--- src/hdl/mtim_pkg.sv ---
package mtim_pkg;

  localparam logic [31:0] NONE_S    = 32'hFFFF_FFFF;
  localparam logic [31:0] MAX_ADD_S = 32'd429496728;
  localparam logic [47:0] T48       = 48'hFFFF_FFFF_FFFF;
  // ceil(2^38 / 1000); exact quotient for any 32-bit dividend
  localparam logic [28:0] RECIP_1000 = 29'd274877907;
  localparam int          RECIP_SHIFT = 38;

  localparam logic CFG_POLL_MODE     = 1'b0;
  localparam logic CFG_POLL_INTERVAL = 1'b1;

  typedef enum logic [1:0] {
    OP_ADD    = 2'd0,
    OP_REMOVE = 2'd1,
    OP_ACT    = 2'd2,
    OP_CHECK  = 2'd3
  } op_t;

  typedef enum logic [1:0] {
    KIND_STATUS = 2'd0,
    KIND_IDLE   = 2'd1,
    KIND_ACTIVE = 2'd2
  } kind_t;

  typedef enum logic [1:0] {
    ST_OK        = 2'd0,
    ST_FULL      = 2'd1,
    ST_NOT_FOUND = 2'd2,
    ST_BAD_ARG   = 2'd3
  } status_t;

  typedef enum logic [3:0] {
    S_IDLE,
    S_ADD,
    S_RM_SCAN,
    S_ACT,
    S_SCAN_A,
    S_CHK_PRE,
    S_CHK_CUR,
    S_CHK_CMP,
    S_SCAN_C,
    S_DIV1,
    S_DIV2,
    S_RC1,
    S_RC2,
    S_RC3,
    S_EMIT
  } state_t;

  typedef enum logic [1:0] {
    R_EMIT,
    R_ACT,
    R_CHK
  } ret_t;

  typedef struct packed {
    logic [1:0]  func;
    logic [7:0]  observer_id;
    logic [31:0] threshold_s;
    logic [31:0] idle_ms;
    logic [47:0] now_ms;
  } in_item_t;

  typedef struct packed {
    logic [1:0]  kind;
    logic [7:0]  notify_id;
    logic [22:0] idle_seconds;
    logic [1:0]  status;
    logic [47:0] deadline_ms;
    logic        deadline_set;
    logic        last;
  } out_item_t;

  // classified item handed from the front end to the engine
  typedef struct packed {
    op_t         op;
    logic        add_bad;
    logic        rm_bad;
    logic [7:0]  id;
    logic [31:0] thr;
    logic [31:0] idle_ms;
    logic [47:0] now_ms;
  } cmd_t;

endpackage

--- src/hdl/mtim_front.sv ---
module mtim_front
  import mtim_pkg::*;
(
  input  logic     clk,
  input  logic     rst,
  input  logic     in_valid,
  output logic     in_ready,
  input  in_item_t in_item,
  output logic     cmd_valid,
  input  logic     cmd_ready,
  output cmd_t     cmd
);

  cmd_t       ent [2];
  logic       wr_ptr;
  logic       rd_ptr;
  logic [1:0] fill;
  cmd_t       cls;
  logic       push;
  logic       pop;

  always_comb begin
    cls.op      = op_t'(in_item.func);
    cls.add_bad = (in_item.threshold_s == 32'd0) || (in_item.threshold_s > MAX_ADD_S);
    cls.rm_bad  = (in_item.threshold_s == 32'd0);
    cls.id      = in_item.observer_id;
    cls.thr     = in_item.threshold_s;
    cls.idle_ms = in_item.idle_ms;
    cls.now_ms  = in_item.now_ms;
  end

  assign in_ready  = (fill != 2'd2);
  assign cmd_valid = (fill != 2'd0);
  assign cmd       = ent[rd_ptr];
  assign push      = in_valid && in_ready;
  assign pop       = cmd_valid && cmd_ready;

  always_ff @(posedge clk) begin
    if (push) begin
      ent[wr_ptr] <= cls;
    end
  end

  always_ff @(posedge clk) begin
    if (rst) begin
      wr_ptr <= 1'b0;
      rd_ptr <= 1'b0;
      fill   <= 2'd0;
    end else begin
      if (push) begin
        wr_ptr <= ~wr_ptr;
      end
      if (pop) begin
        rd_ptr <= ~rd_ptr;
      end
      fill <= fill + {1'b0, push} - {1'b0, pop};
    end
  end

endmodule

--- src/hdl/mtim_engine.sv ---
module mtim_engine
  import mtim_pkg::*;
#(
  parameter int MAX_LISTENERS = 16,
  parameter int GUARD_MS      = 10
) (
  input  logic        clk,
  input  logic        rst,
  input  logic        cmd_valid,
  output logic        cmd_ready,
  input  cmd_t        cmd,
  input  logic        poll_mode,
  input  logic [15:0] poll_interval_ms,
  output logic        out_valid,
  input  logic        out_ready,
  output out_item_t   out_item
);

  localparam int CW = $clog2(MAX_LISTENERS + 1);
  localparam int IW = (MAX_LISTENERS > 1) ? $clog2(MAX_LISTENERS) : 1;

  state_t state, state_next;
  ret_t   ret;

  op_t         op;
  logic [7:0]  id_r;
  logic [31:0] thr_r;
  logic [31:0] idle_r;
  logic [47:0] now_r;
  logic        add_bad;
  logic        rm_bad;
  status_t     status_r;

  logic [7:0]  ids  [MAX_LISTENERS];
  logic [28:0] thrs [MAX_LISTENERS];
  logic        idl  [MAX_LISTENERS];
  logic [CW-1:0] count;

  logic [31:0] ns;
  logic        any_idle;
  logic [47:0] last_int;
  logic [47:0] dl;

  logic [CW-1:0] i;
  logic [7:0]    woke  [MAX_LISTENERS];
  logic [7:0]    slept [MAX_LISTENERS];
  logic [CW-1:0] wcnt;
  logic [CW-1:0] scnt;

  logic [31:0] since;
  logic [31:0] x_r;
  logic [60:0] dprod;
  logic [22:0] secs;
  logic [41:0] rc_prod;
  logic [48:0] rc_next;
  logic [48:0] rc_cap;

  logic          out_free;
  logic          scan_done;
  logic [IW-1:0] ix;
  logic [7:0]    cur_id;
  logic [28:0]   cur_thr;
  logic          cur_idle;
  logic [31:0]   cur_c;
  logic [47:0]   diff;
  logic          rc_skip;
  state_t        ret_state;
  logic [48:0]   nxt;
  logic [48:0]   tbase;
  logic [49:0]   tsum;
  logic [CW-1:0] wtop;
  logic [CW-1:0] stop;

  assign out_free  = !out_valid || out_ready;
  assign scan_done = (i == count);
  assign ix        = i[IW-1:0];
  assign cur_id    = ids[ix];
  assign cur_thr   = thrs[ix];
  assign cur_idle  = idl[ix];
  assign cmd_ready = (state == S_IDLE);
  assign diff      = (cmd.now_ms > last_int) ? cmd.now_ms - last_int : 48'd0;
  assign cur_c     = (poll_mode && idle_r < since) ? idle_r : since;
  assign rc_skip   = !any_idle && (ns == NONE_S);
  assign nxt       = (any_idle && poll_mode && rc_next > rc_cap) ? rc_cap : rc_next;
  assign tbase     = (nxt > {1'b0, now_r}) ? nxt : {1'b0, now_r};
  assign tsum      = {1'b0, tbase} + 50'(GUARD_MS);
  assign wtop      = wcnt - CW'(1);
  assign stop      = scnt - CW'(1);

  always_comb begin
    case (ret)
      R_ACT:   ret_state = S_DIV1;
      default: ret_state = S_EMIT;
    endcase
  end

  always_ff @(posedge clk) begin
    if (rst) begin
      state <= S_IDLE;
    end else begin
      state <= state_next;
    end
  end

  always_comb begin
    state_next = state;
    case (state)
      S_IDLE: begin
        if (cmd_valid) begin
          case (cmd.op)
            OP_ADD:    state_next = S_ADD;
            OP_REMOVE: state_next = S_RM_SCAN;
            OP_ACT:    state_next = S_ACT;
            default:   state_next = S_CHK_PRE;
          endcase
        end
      end
      S_ADD: begin
        if (add_bad || count >= CW'(MAX_LISTENERS)) begin
          state_next = S_EMIT;
        end else begin
          state_next = S_RC1;
        end
      end
      S_RM_SCAN: begin
        if (rm_bad || scan_done ||
            (cur_id == id_r && {3'b0, cur_thr} == thr_r)) begin
          state_next = S_EMIT;
        end
      end
      S_ACT: state_next = any_idle ? S_SCAN_A : S_EMIT;
      S_SCAN_A: begin
        if (scan_done) begin
          state_next = S_RC1;
        end
      end
      S_CHK_PRE: state_next = S_CHK_CUR;
      S_CHK_CUR: begin
        if (since > cur_c && any_idle) begin
          state_next = S_SCAN_A;
        end else begin
          state_next = S_DIV1;
        end
      end
      S_CHK_CMP: state_next = (ns > {9'b0, secs}) ? S_RC1 : S_SCAN_C;
      S_SCAN_C: begin
        if (scan_done) begin
          state_next = S_RC1;
        end
      end
      S_DIV1: state_next = S_DIV2;
      S_DIV2: state_next = (op == OP_CHECK) ? S_CHK_CMP : S_EMIT;
      S_RC1:  state_next = rc_skip ? ret_state : S_RC2;
      S_RC2:  state_next = S_RC3;
      S_RC3:  state_next = ret_state;
      S_EMIT: begin
        if (out_free && wcnt == '0 && scnt == '0) begin
          state_next = S_IDLE;
        end
      end
      default: state_next = S_IDLE;
    endcase
  end

  // table and scratch payload
  always_ff @(posedge clk) begin
    case (state)
      S_IDLE: begin
        op      <= cmd.op;
        id_r    <= cmd.id;
        thr_r   <= cmd.thr;
        idle_r  <= cmd.idle_ms;
        now_r   <= cmd.now_ms;
        add_bad <= cmd.add_bad;
        rm_bad  <= cmd.rm_bad;
        since   <= (diff > 48'hFFFF_FFFF) ? 32'hFFFF_FFFF : diff[31:0];
      end
      S_ADD: begin
        if (!add_bad && count < CW'(MAX_LISTENERS)) begin
          ids[count[IW-1:0]]  <= id_r;
          thrs[count[IW-1:0]] <= thr_r[28:0];
          idl[count[IW-1:0]]  <= 1'b0;
        end
      end
      S_RM_SCAN: begin
        if (!rm_bad && !scan_done && cur_id == id_r && {3'b0, cur_thr} == thr_r) begin
          for (int k = 0; k < MAX_LISTENERS - 1; k++) begin
            if (CW'(k) >= i) begin
              ids[k]  <= ids[k+1];
              thrs[k] <= thrs[k+1];
              idl[k]  <= idl[k+1];
            end
          end
        end
      end
      S_ACT: x_r <= idle_r;
      S_SCAN_A: begin
        if (!scan_done && cur_idle) begin
          woke[wcnt[IW-1:0]] <= cur_id;
          idl[ix]            <= 1'b0;
        end
      end
      S_CHK_CUR: x_r <= cur_c;
      S_SCAN_C: begin
        if (!scan_done && !cur_idle && {3'b0, cur_thr} <= {9'b0, secs}) begin
          slept[scnt[IW-1:0]] <= cur_id;
          idl[ix]             <= 1'b1;
        end
      end
      S_DIV1: dprod <= {29'b0, x_r} * {32'b0, RECIP_1000};
      S_DIV2: secs  <= dprod[60:RECIP_SHIFT];
      S_RC1:  rc_prod <= ({10'b0, ns} << 10) - ({10'b0, ns} << 4) - ({10'b0, ns} << 3);
      S_RC2: begin
        rc_next <= {1'b0, last_int} + {7'b0, rc_prod};
        rc_cap  <= {1'b0, now_r} + {33'b0, poll_interval_ms};
      end
      default: ;
    endcase
  end

  // control state
  always_ff @(posedge clk) begin
    if (rst) begin
      count     <= '0;
      ns        <= NONE_S;
      any_idle  <= 1'b0;
      last_int  <= 48'd0;
      dl        <= 48'd0;
      i         <= '0;
      wcnt      <= '0;
      scnt      <= '0;
      ret       <= R_EMIT;
      status_r  <= ST_OK;
      out_valid <= 1'b0;
    end else begin
      if (out_valid && out_ready && state != S_EMIT) begin
        out_valid <= 1'b0;
      end
      case (state)
        S_IDLE: begin
          i        <= '0;
          wcnt     <= '0;
          scnt     <= '0;
          status_r <= ST_OK;
          ret      <= R_EMIT;
        end
        S_ADD: begin
          if (add_bad) begin
            status_r <= ST_BAD_ARG;
          end else if (count >= CW'(MAX_LISTENERS)) begin
            status_r <= ST_FULL;
          end else begin
            count <= count + CW'(1);
            if (ns > thr_r) begin
              ns <= thr_r;
            end
          end
        end
        S_RM_SCAN: begin
          if (rm_bad) begin
            status_r <= ST_BAD_ARG;
          end else if (scan_done) begin
            status_r <= ST_NOT_FOUND;
          end else if (cur_id == id_r && {3'b0, cur_thr} == thr_r) begin
            count <= count - CW'(1);
          end else begin
            i <= i + CW'(1);
          end
        end
        S_ACT: begin
          last_int <= (now_r >= {16'b0, idle_r}) ? now_r - {16'b0, idle_r} : 48'd0;
          if (any_idle) begin
            ns <= NONE_S;
          end
        end
        S_SCAN_A: begin
          if (scan_done) begin
            any_idle <= 1'b0;
            ret      <= R_ACT;
          end else begin
            if (cur_idle) begin
              wcnt <= wcnt + CW'(1);
            end
            if ({3'b0, cur_thr} < ns) begin
              ns <= {3'b0, cur_thr};
            end
            i <= i + CW'(1);
          end
        end
        S_CHK_PRE: dl <= 48'd0;
        S_CHK_CUR: begin
          if (since > cur_c) begin
            last_int <= (now_r >= {16'b0, cur_c}) ? now_r - {16'b0, cur_c} : 48'd0;
            if (any_idle) begin
              ns <= NONE_S;
            end
          end
        end
        S_CHK_CMP: begin
          i   <= '0;
          ret <= R_EMIT;
          if (!(ns > {9'b0, secs})) begin
            ns <= NONE_S;
          end
        end
        S_SCAN_C: begin
          if (scan_done) begin
            ret <= R_CHK;
          end else begin
            i <= i + CW'(1);
            if (!cur_idle) begin
              if ({3'b0, cur_thr} <= {9'b0, secs}) begin
                scnt <= scnt + CW'(1);
              end else if ({3'b0, cur_thr} < ns) begin
                ns <= {3'b0, cur_thr};
              end
            end
          end
        end
        S_RC1: begin
          if (rc_skip && ret == R_CHK && scnt != '0) begin
            any_idle <= 1'b1;
          end
        end
        S_RC3: begin
          if (dl == 48'd0 || {1'b0, dl} > nxt) begin
            dl <= (tsum > {2'b0, T48}) ? T48 : tsum[47:0];
          end
          if (ret == R_CHK && scnt != '0) begin
            any_idle <= 1'b1;
          end
        end
        S_EMIT: begin
          if (out_free) begin
            out_valid             <= 1'b1;
            out_item.deadline_ms  <= dl;
            out_item.deadline_set <= (dl != 48'd0);
            if (wcnt != '0) begin
              out_item.kind         <= KIND_ACTIVE;
              out_item.notify_id    <= woke[wtop[IW-1:0]];
              out_item.idle_seconds <= secs;
              out_item.status       <= ST_OK;
              out_item.last         <= 1'b0;
              wcnt                  <= wtop;
            end else if (scnt != '0) begin
              out_item.kind         <= KIND_IDLE;
              out_item.notify_id    <= slept[stop[IW-1:0]];
              out_item.idle_seconds <= secs;
              out_item.status       <= ST_OK;
              out_item.last         <= 1'b0;
              scnt                  <= stop;
            end else begin
              out_item.kind         <= KIND_STATUS;
              out_item.notify_id    <= 8'd0;
              out_item.idle_seconds <= 23'd0;
              out_item.status       <= status_r;
              out_item.last         <= 1'b1;
            end
          end
        end
        default: ;
      endcase
    end
  end

endmodule

--- src/hdl/multi_threshold_idle_monitor_top.sv ---
// Channel  | Handshake              | Payload
// ---------+------------------------+-------------------------------
// in       | in_valid / in_ready    | in_item  (func, id, thr, idle, now)
// out      | out_valid / out_ready  | out_item (notice or status, last)
// cfg      | cfg_we                 | cfg_index, cfg_data
//
// After the engine takes an item it runs add, remove, activity or check;
// the table scans go one entry per cycle, and the notices leave serially,
// each as its own result, ahead of the closing status result.
// A 2-deep command queue accepts items while the engine works, until full;
// the output register holds a result until it is taken, stalling the engine.
// Synchronous reset; the input is ready in the first cycle after reset.
module multi_threshold_idle_monitor_top
  import mtim_pkg::*;
#(
  parameter int MAX_LISTENERS = 16,
  parameter int GUARD_MS      = 10
) (
  input  logic        clk,
  input  logic        rst,
  input  logic        in_valid,
  output logic        in_ready,
  input  in_item_t    in_item,
  output logic        out_valid,
  input  logic        out_ready,
  output out_item_t   out_item,
  input  logic        cfg_we,
  input  logic        cfg_index,
  input  logic [15:0] cfg_data
);

  logic        cmd_valid;
  logic        cmd_ready;
  cmd_t        cmd;
  logic        poll_mode;
  logic [15:0] poll_interval_ms;

  always_ff @(posedge clk) begin
    if (rst) begin
      poll_mode        <= 1'b0;
      poll_interval_ms <= 16'd5000;
    end else if (cfg_we) begin
      case (cfg_index)
        CFG_POLL_MODE:     poll_mode        <= cfg_data[0];
        CFG_POLL_INTERVAL: poll_interval_ms <= cfg_data;
        default: ;
      endcase
    end
  end

  mtim_front u_front (
    .clk       (clk),
    .rst       (rst),
    .in_valid  (in_valid),
    .in_ready  (in_ready),
    .in_item   (in_item),
    .cmd_valid (cmd_valid),
    .cmd_ready (cmd_ready),
    .cmd       (cmd)
  );

  mtim_engine #(
    .MAX_LISTENERS (MAX_LISTENERS),
    .GUARD_MS      (GUARD_MS)
  ) u_engine (
    .clk              (clk),
    .rst              (rst),
    .cmd_valid        (cmd_valid),
    .cmd_ready        (cmd_ready),
    .cmd              (cmd),
    .poll_mode        (poll_mode),
    .poll_interval_ms (poll_interval_ms),
    .out_valid        (out_valid),
    .out_ready        (out_ready),
    .out_item         (out_item)
  );

endmodule

--- config.mk ---
export PLATFORM = sky130hd
export DESIGN_NAME = multi_threshold_idle_monitor_top
export DESIGN_NICKNAME = d
export VERILOG_FILES = /design/src/hdl/mtim_pkg.sv /design/src/hdl/mtim_front.sv /design/src/hdl/mtim_engine.sv /design/src/hdl/multi_threshold_idle_monitor_top.sv
export SDC_FILE = /design/constraint.sdc
export NUM_CORES = 2
export LEC_CHECK = 0
export CORE_MARGIN = 5
export CORE_UTILIZATION = 44
export DETAILED_ROUTE_END_ITERATION = 12
export DONT_BUFFER_PORTS = 1
export PLACE_DENSITY = 0.62
export SKIP_LAST_GASP = 1
export SLEW_MARGIN = 20
export SYNTH_ARGS = -nofsm -noshare
export SYNTH_HDL_FRONTEND = slang
export SYNTH_SLANG_ARGS = --single-unit
--- constraint.sdc ---
create_clock -name clk -period 11.1 [get_ports clk]
set_input_delay 1.11 -clock clk [delete_from_list [all_inputs] [get_ports clk]]
set_output_delay 1.11 -clock clk [all_outputs]
set_load 0.03 [all_outputs]
* Yosys cells after proc, flatten, opt, wreduce, memory -nomap -nowiden
Memory sizes are Yosys's and may differ from the RTL's. A register that Yosys moved wholly into a read port is not among the register bits.
Index checks and enable logic that the tools add are counted.
** Cells by class
- $add $sub $neg :: 17
- Multiply operators :: 1
- Order comparisons :: 32
- Equal/unequal tests :: 56
- Multiplexer cells :: 169
- Bitwise gates (word level) :: 5
- Reductions and logical operators :: 75
** Operators with widths (count)
- $mux 32 :: 12
- $mux 48 :: 6
- $pmux 32 s6 :: 1
- $pmux 48 s2 :: 2
- $mux 49 :: 2
- $ge 48x32->1 :: 2
- $sub 48x32->48 :: 2
- $mux 5 :: 19
- $mux 1 :: 87
- $mux 4 :: 17
- $gt 32x32->1 :: 2
- $pmux 32 s2 :: 1
- $mul 32x29->61 const B :: 1
- $pmux 4 s14 :: 1
- $add 49x4->50 const B :: 1
- $gt 50x48->1 const B :: 1
- $add 48x16->49 :: 1
- $add 48x42->49 :: 1
- $gt 48x49->1 :: 1
- $gt 49x48->1 :: 1
- $gt 49x49->1 :: 1
- $gt 48x32->1 const B :: 1
- $gt 48x48->1 :: 1
- $logic_not 48->1 :: 1
- other kinds (68) :: 190
** Storage, ports and cells
- Bits in registers :: 676
- RAM bits :: 1112
- Input bits :: 144
- Output and inout port bits :: 87
- Logic and storage cells :: 399
- Memories kept :: 6
** Memory list
- u_engine.thrs :: depth 16, width 29, rd ports 16, clocked after Yosys merged registers in 1, write ports 15, RTL line mtim_engine.sv:35 : logic [28:0] thrs [MAX_LISTENERS];
- u_front.ent :: depth 2, width 124, rd ports 1, clocked after Yosys merged registers in 1, write ports 1, RTL line mtim_front.sv:14 : cmd_t ent [2];
- u_engine.ids :: depth 16, width 8, rd ports 16, clocked after Yosys merged registers in 1, write ports 15, RTL line mtim_engine.sv:34 : logic [7:0] ids [MAX_LISTENERS];
- u_engine.slept :: depth 16, width 8, rd ports 1, clocked after Yosys merged registers in 0, write ports 1, RTL line mtim_engine.sv:46 : logic [7:0] slept [MAX_LISTENERS];
- u_engine.woke :: depth 16, width 8, rd ports 1, clocked after Yosys merged registers in 0, write ports 1, RTL line mtim_engine.sv:45 : logic [7:0] woke [MAX_LISTENERS];
- u_engine.idl :: depth 16, width 1, rd ports 16, clocked after Yosys merged registers in 1, write ports 15, RTL line mtim_engine.sv:36 : logic idl [MAX_LISTENERS];

* Logic depth before layout (Yosys ltp)
- Word-level depth :: 11
- Gate-level depth with buffers :: 40
- Gate-level depth less buffers :: 30

* Hierarchy
From an unflattened synthesis, not the netlist that was laid out.
** Unflattened totals
- Cell total of the unflattened synthesis :: 9225
- Area total of the unflattened synthesis :: 109755.3 µm²
** Modules (own cells, without submodules)
- mtim_engine :: times used 1, cells each 8709, area each 99660.6 µm², sequential area each 42881.1 µm²
- mtim_front :: times used 1, cells each 444, area each 9325.2 µm², sequential area each 7547.2 µm²
- multi_threshold_idle_monitor_top :: times used 1, cells each 72, area each 769.5 µm², sequential area each 340.3 µm²

* Least setup slack after synthesis
No wires, ideal clock.
- Kind :: flip-flop to flip-flop
- From :: reg u_engine.rc_next[24]
- To :: reg u_engine.dl[43]
- Library setup time :: 0.122 ns
- Arrival time :: 8.052 ns
- Data required time :: 10.978 ns
- Setup slack :: 2.926 ns
- Cell stages (with the launch flop) :: 40
- Path buffers :: 10
- Clock period less this slack :: 8.174 ns
- Cells stage by stage :: edfxtp_1 -> ha_1 -> nand4_1 -> or3_1 -> nor4_1 -> nand4_1 -> and3_1 -> clkbuf_1 -> nand2_1 -> buf_2 -> buf_1 -> clkbuf_1 -> clkbuf_1 -> nor2_1 -> a21oi_1 -> inv_1 -> ha_1 -> nand4_1 -> [4 not listed] -> o31a_1 -> nand3_1 -> clkbuf_1 -> clkbuf_1 -> clkbuf_1 -> buf_1 -> nor2_1 -> a21oi_1 -> ha_1 -> inv_1 -> o211ai_1 -> mux2i_1 -> clkbuf_1 -> a2111oi_4 -> nand3_1 -> xnor2_1 -> mux2i_1 -> a221o_1
** Between the ends
- Longest elaborated chain between the ends :: 10
- Elaborated cells between the ends (all ways) :: 14
- Those cells by class :: 1 x add/sub; 4 x order compare; 1 x eq/ne; 5 x mux; 3 x reduce/logical
** RTL lines
- from (decl) :: RTL line mtim_engine.sv:55 : logic [48:0] rc_next;
- from (signal assigned) :: RTL line mtim_engine.sv:214 : rc_next <= {1'b0, last_int} + {7'b0, rc_prod};
- $gt 49x49->1 :: RTL line mtim_engine.sv:84 : assign nxt = (any_idle && poll_mode && rc_next > rc_cap) ? rc_cap : rc_next;
- $logic_and 1x1->1 :: RTL line mtim_engine.sv:84
- $mux 49 * :: RTL line mtim_engine.sv:84
- $gt 49x48->1 :: RTL line mtim_engine.sv:85 : assign tbase = (nxt > {1'b0, now_r}) ? nxt : {1'b0, now_r};
- $mux 49 :: RTL line mtim_engine.sv:85
- $add 49x4->50 :: RTL line mtim_engine.sv:86 : assign tsum = {1'b0, tbase} + 50'(GUARD_MS);
- $gt 50x48->1 :: RTL line mtim_engine.sv:327 : dl <= (tsum > {2'b0, T48}) ? T48 : tsum[47:0];
- $mux 48 :: RTL line mtim_engine.sv:327
- $mux 48 :: RTL line mtim_engine.sv:326 : if (dl == 48'd0 || {1'b0, dl} > nxt) begin
- $pmux 48 s2 :: RTL line mtim_engine.sv:239 : case (state)
- to (signal assigned) :: RTL line mtim_engine.sv:327
- to (decl) :: RTL line mtim_engine.sv:42 : logic [47:0] dl;
Every way passes the cells marked *; elsewhere a longest branch is shown, timed or not. The select of a mux whose other input is x is not followed.
A chain may end at the register's enable or synchronous reset.

* Worst setup path in the final report
- From :: reg u_engine.rc_cap[44]
- To :: reg u_engine.dl[42]
** Between the ends
- Longest elaborated chain between the ends :: 10
- Elaborated cells between the ends (all ways) :: 14
- Those cells by class :: 1 x add/sub; 4 x order compare; 1 x eq/ne; 5 x mux; 3 x reduce/logical
** RTL lines
- from (decl) :: RTL line mtim_engine.sv:56 : logic [48:0] rc_cap;
- from (signal assigned) :: RTL line mtim_engine.sv:215 : rc_cap <= {1'b0, now_r} + {33'b0, poll_interval_ms};
- $gt 49x49->1 :: RTL line mtim_engine.sv:84
- $logic_and 1x1->1 :: RTL line mtim_engine.sv:84
- $mux 49 * :: RTL line mtim_engine.sv:84
- $gt 49x48->1 :: RTL line mtim_engine.sv:85
- $mux 49 :: RTL line mtim_engine.sv:85
- $add 49x4->50 :: RTL line mtim_engine.sv:86
- $gt 50x48->1 :: RTL line mtim_engine.sv:327
- $mux 48 :: RTL line mtim_engine.sv:327
- $mux 48 :: RTL line mtim_engine.sv:326
- $pmux 48 s2 :: RTL line mtim_engine.sv:239
Marks and branches as above.

==> impl_results.md <==
- IO Port Bufs: 0
- Yosys reg bits: 1752
- Synth async-reset ratio: 0%
- Setup slack at placement: 1990 ps
- Met3 routed WL: 22200 um
- Largest net degree at the start of global routing: 125
- Hold Path Class: in -> reg
- Number of buffers created by CTS: 196
- Layout overhead on the synthesized area: 9.43%
- Simple-gate portion of the synthesized area: 8.93%
- Primary FF master, synth: edfxtp_1
- Net Count, Synth: 10864
- Latest clock arrival within the worst-skew pair: 880 ps
- CTS Buffer Depth: 3
- DRT met1 WL: 135000 um
- Max-Cap Viols: 0
- Synth cell count leaders: edfxtp_1, inv_1, ha_1
- PostCTS Resize Cnt: 0
- Initial core utilization: 44.1%
- Root buf cell: clkbuf_16
- Normalized max-slew margin: 12.5%
- Post-route DRC: 0
- Worst Path Required: 11900 ps
- Compound-Gate Fraction of Synth Area: 11.4%
- Number of global-route vias before repair: 75595
- TritonCTS clock tree: yes
- Clk_skew: 82.7 ps
- Most frequent cell after synthesis: edfxtp_1
- Total number of vias: 75756
- H-tree depth: 4
- Status: completed
- # hold bufs at CTS: 0
- Post CTS Setup Buffer Count: 0
- Delay of the slowest critical-path stage: 940 ps
- Tmin final: 9460 ps
- Die H: 509 um
- # IOs: 231
- Critical Path Source Type: register
- YS warnings: 0
- GRT Overall Usage: 25.6%
- Global placer's final weighted congestion: 0.987
- Dominant cells by area after synthesis: edfxtp_1, ha_1, fa_1
- Setup ws final: 1640 ps
- Final wirelength: 338000 um
- CP max-delay cell: a21oi_1
- Sequential area share after synthesis: 46.4%
- Top-area cell type share of the netlist area: 43.1%
- Mux contribution to synthesized area: 8.71%
- Adder-cell share of the synthesized area: 17.0%
- DRT antenna net count: 0
- Least-Margin Pin Slew: 1280 ps
- Final setup fails: 0
- RSZ-0062 raised after global routing: no
- Clock sinks: 1752
- Yosys top cell by area: edfxtp_1
- Final period util: 85.2%
- Crit path arrival time: 10250 ps
- FP Rows: 183
- Final Hold Viols: 0
- Cells after synthesis: 9435
- Layout cell share with drive strength beyond 1: 11.0%
- Max Used Layer: met5
- Critical path class: reg -> reg
- Hold path startpoint: in_item[105]
- Drt first pass iters: 7
- Dpl hpwl: 244000 um
- CP Capture Type: register
- Worst Setup SP: u_engine.rc_cap[44]$_DFFE_PP_
- Worst r2r src: u_engine.rc_cap[44]$_DFFE_PP_
- Highest clock rate: 0.106 GHz
- Die area: 0.259 sq mm
- Synthesized area per cell: 11.6 sq um
- Clk pin slew, worst setup/hold paths: 60 ps
- NumNets Final: 10796
- Via/cell ratio: 5.89
- Core Area: 0.248 sq mm
- Sum of negative setup slack: 0 ps
- Initial antenna violation count: 9
- Slew Limit Fails: 0
- Largest family of logic cells by synthesized area: adder cells
- Post-Syn Area: 0.109 sq mm
- Total gr overflow: 0
- EDFF count, synth: 1568
- First-pass GRT wire length: 496000 um
- WL per Instance: 26.3 um
- Met2 WL: 164000 um
- Die width: 509 um
- Count of cell types in the netlist: 95
- DRC marker count from the first detailed-route iteration: 6916
- Worst-path maximum fanout: 84
- Xor/xnor cell area share of the yosys netlist: 2.68%
==> worst paths after layout <==
kind                                    to  slack [ps]  depth (start not counted)
max           u_engine.dl[42]$_SDFFE_PP0P_        1640                         31
min          u_front.ent[0][105]$_DFFE_PP_         320                          0
max reg2reg   u_engine.dl[42]$_SDFFE_PP0P_        1640                         31
min reg2reg     u_engine.secs[9]$_DFFE_PP_         420                          0
==> cell type report <==
type	count	area, sq um
diodes	14	35.0
fillers	22108	128000
multi-input cells	6308	53600
flip-flops and latches	1752	50800
clock inverters	102	1200
well taps	3330	4170
repair buffers	134	1070
inverters	975	3670
clock buffers	247	5160
==> worst max-delay path: cells and delay by family (launching register included) <==
kind,cells,cell delay [ps]
compound gates,11,3020
fa+ha+maj,3,980
buf+inv,5,1030
flops,1,390
mux,2,730
simple gates,10,3170
==> metal layers <==
metal	global-route usage [%]	vias up
li1	-	34498
met1	32.5	37699
met2	43.5	2854
met3	4.13	699
met4	10.9	6
met5	0	-
==> placed cells by master (no fill, tap or decap), drive strengths merged, types with 64 or more instances in the layout <==
cell / Yosys / routed
ha: 956 / 956
a31oi: 69 / 69
nand2: 851 / 851
buf: 126 / 133
o211ai: 64 / 64
xnor2: 261 / 261
inv: 971 / 975
nand3: 136 / 136
a211oi: 77 / 77
xor2: 73 / 73
clkinv: 4 / 82
nor2b: 69 / 69
mux4: 254 / 254
fa: 329 / 329
clkbuf: 274 / 248
a21o: 221 / 221
mux2: 271 / 271
nor3: 127 / 127
o21ai: 680 / 680
a21oi: 461 / 461
nand4: 151 / 151
mux2i: 75 / 75
dfxtp: 184 / 184
o21a: 65 / 65
nor2: 423 / 423
nor4: 79 / 79
edfxtp: 1568 / 1568
==> state kept, by name, indices dropped and copies added (netlist names), 16 cells and up, named ones only <==
register,count
u_engine.slept,128
u_engine.secs,23
u_engine.thrs,464
poll_interval_ms,16
u_engine.ids,128
u_engine.now_r,48
u_engine.since,32
u_engine.idle_r,32
u_engine.rc_cap,49
u_engine.ns,32
u_engine.thr_r,32
u_engine.dprod,23
u_engine.rc_prod,39
u_engine.woke,128
u_front.ent,248
u_engine.idl,16
u_engine.x_r,32
u_engine.dl,48
u_engine.out_item,85
u_engine.last_int,48
u_engine.rc_next,49
==> metrics by stage <==
step / util (%) / instances / instance area [sq um] / hold slack [ps]
2_1_floorplan: - / 9435 / 109000 / 400
3_3_place_gp: 45.7 / 12496 / 113000 / 404
3_5_place_dp: 45.7 / 12496 / 113000 / 406
4_1_cts: 48.2 / 12845 / 120000 / 245
5_1_grt: 48.3 / 12860 / 120000 / 262
6_report: 48.3 / 12862 / 120000 / 322
==> cells by family after synthesis <==
logic type,Yosys count
AND/OR/NAND/NOR,2090
XOR/XNOR,334
adder cells (fa/ha/maj),1285
flip-flops,1752
multiplexers,600
buffers and inverters,1375
AO/OA/AOI/OAI,1999
Power is not shown: default switching activity piles up to over one toggle a cycle in this logic, so the estimate is an artifact.
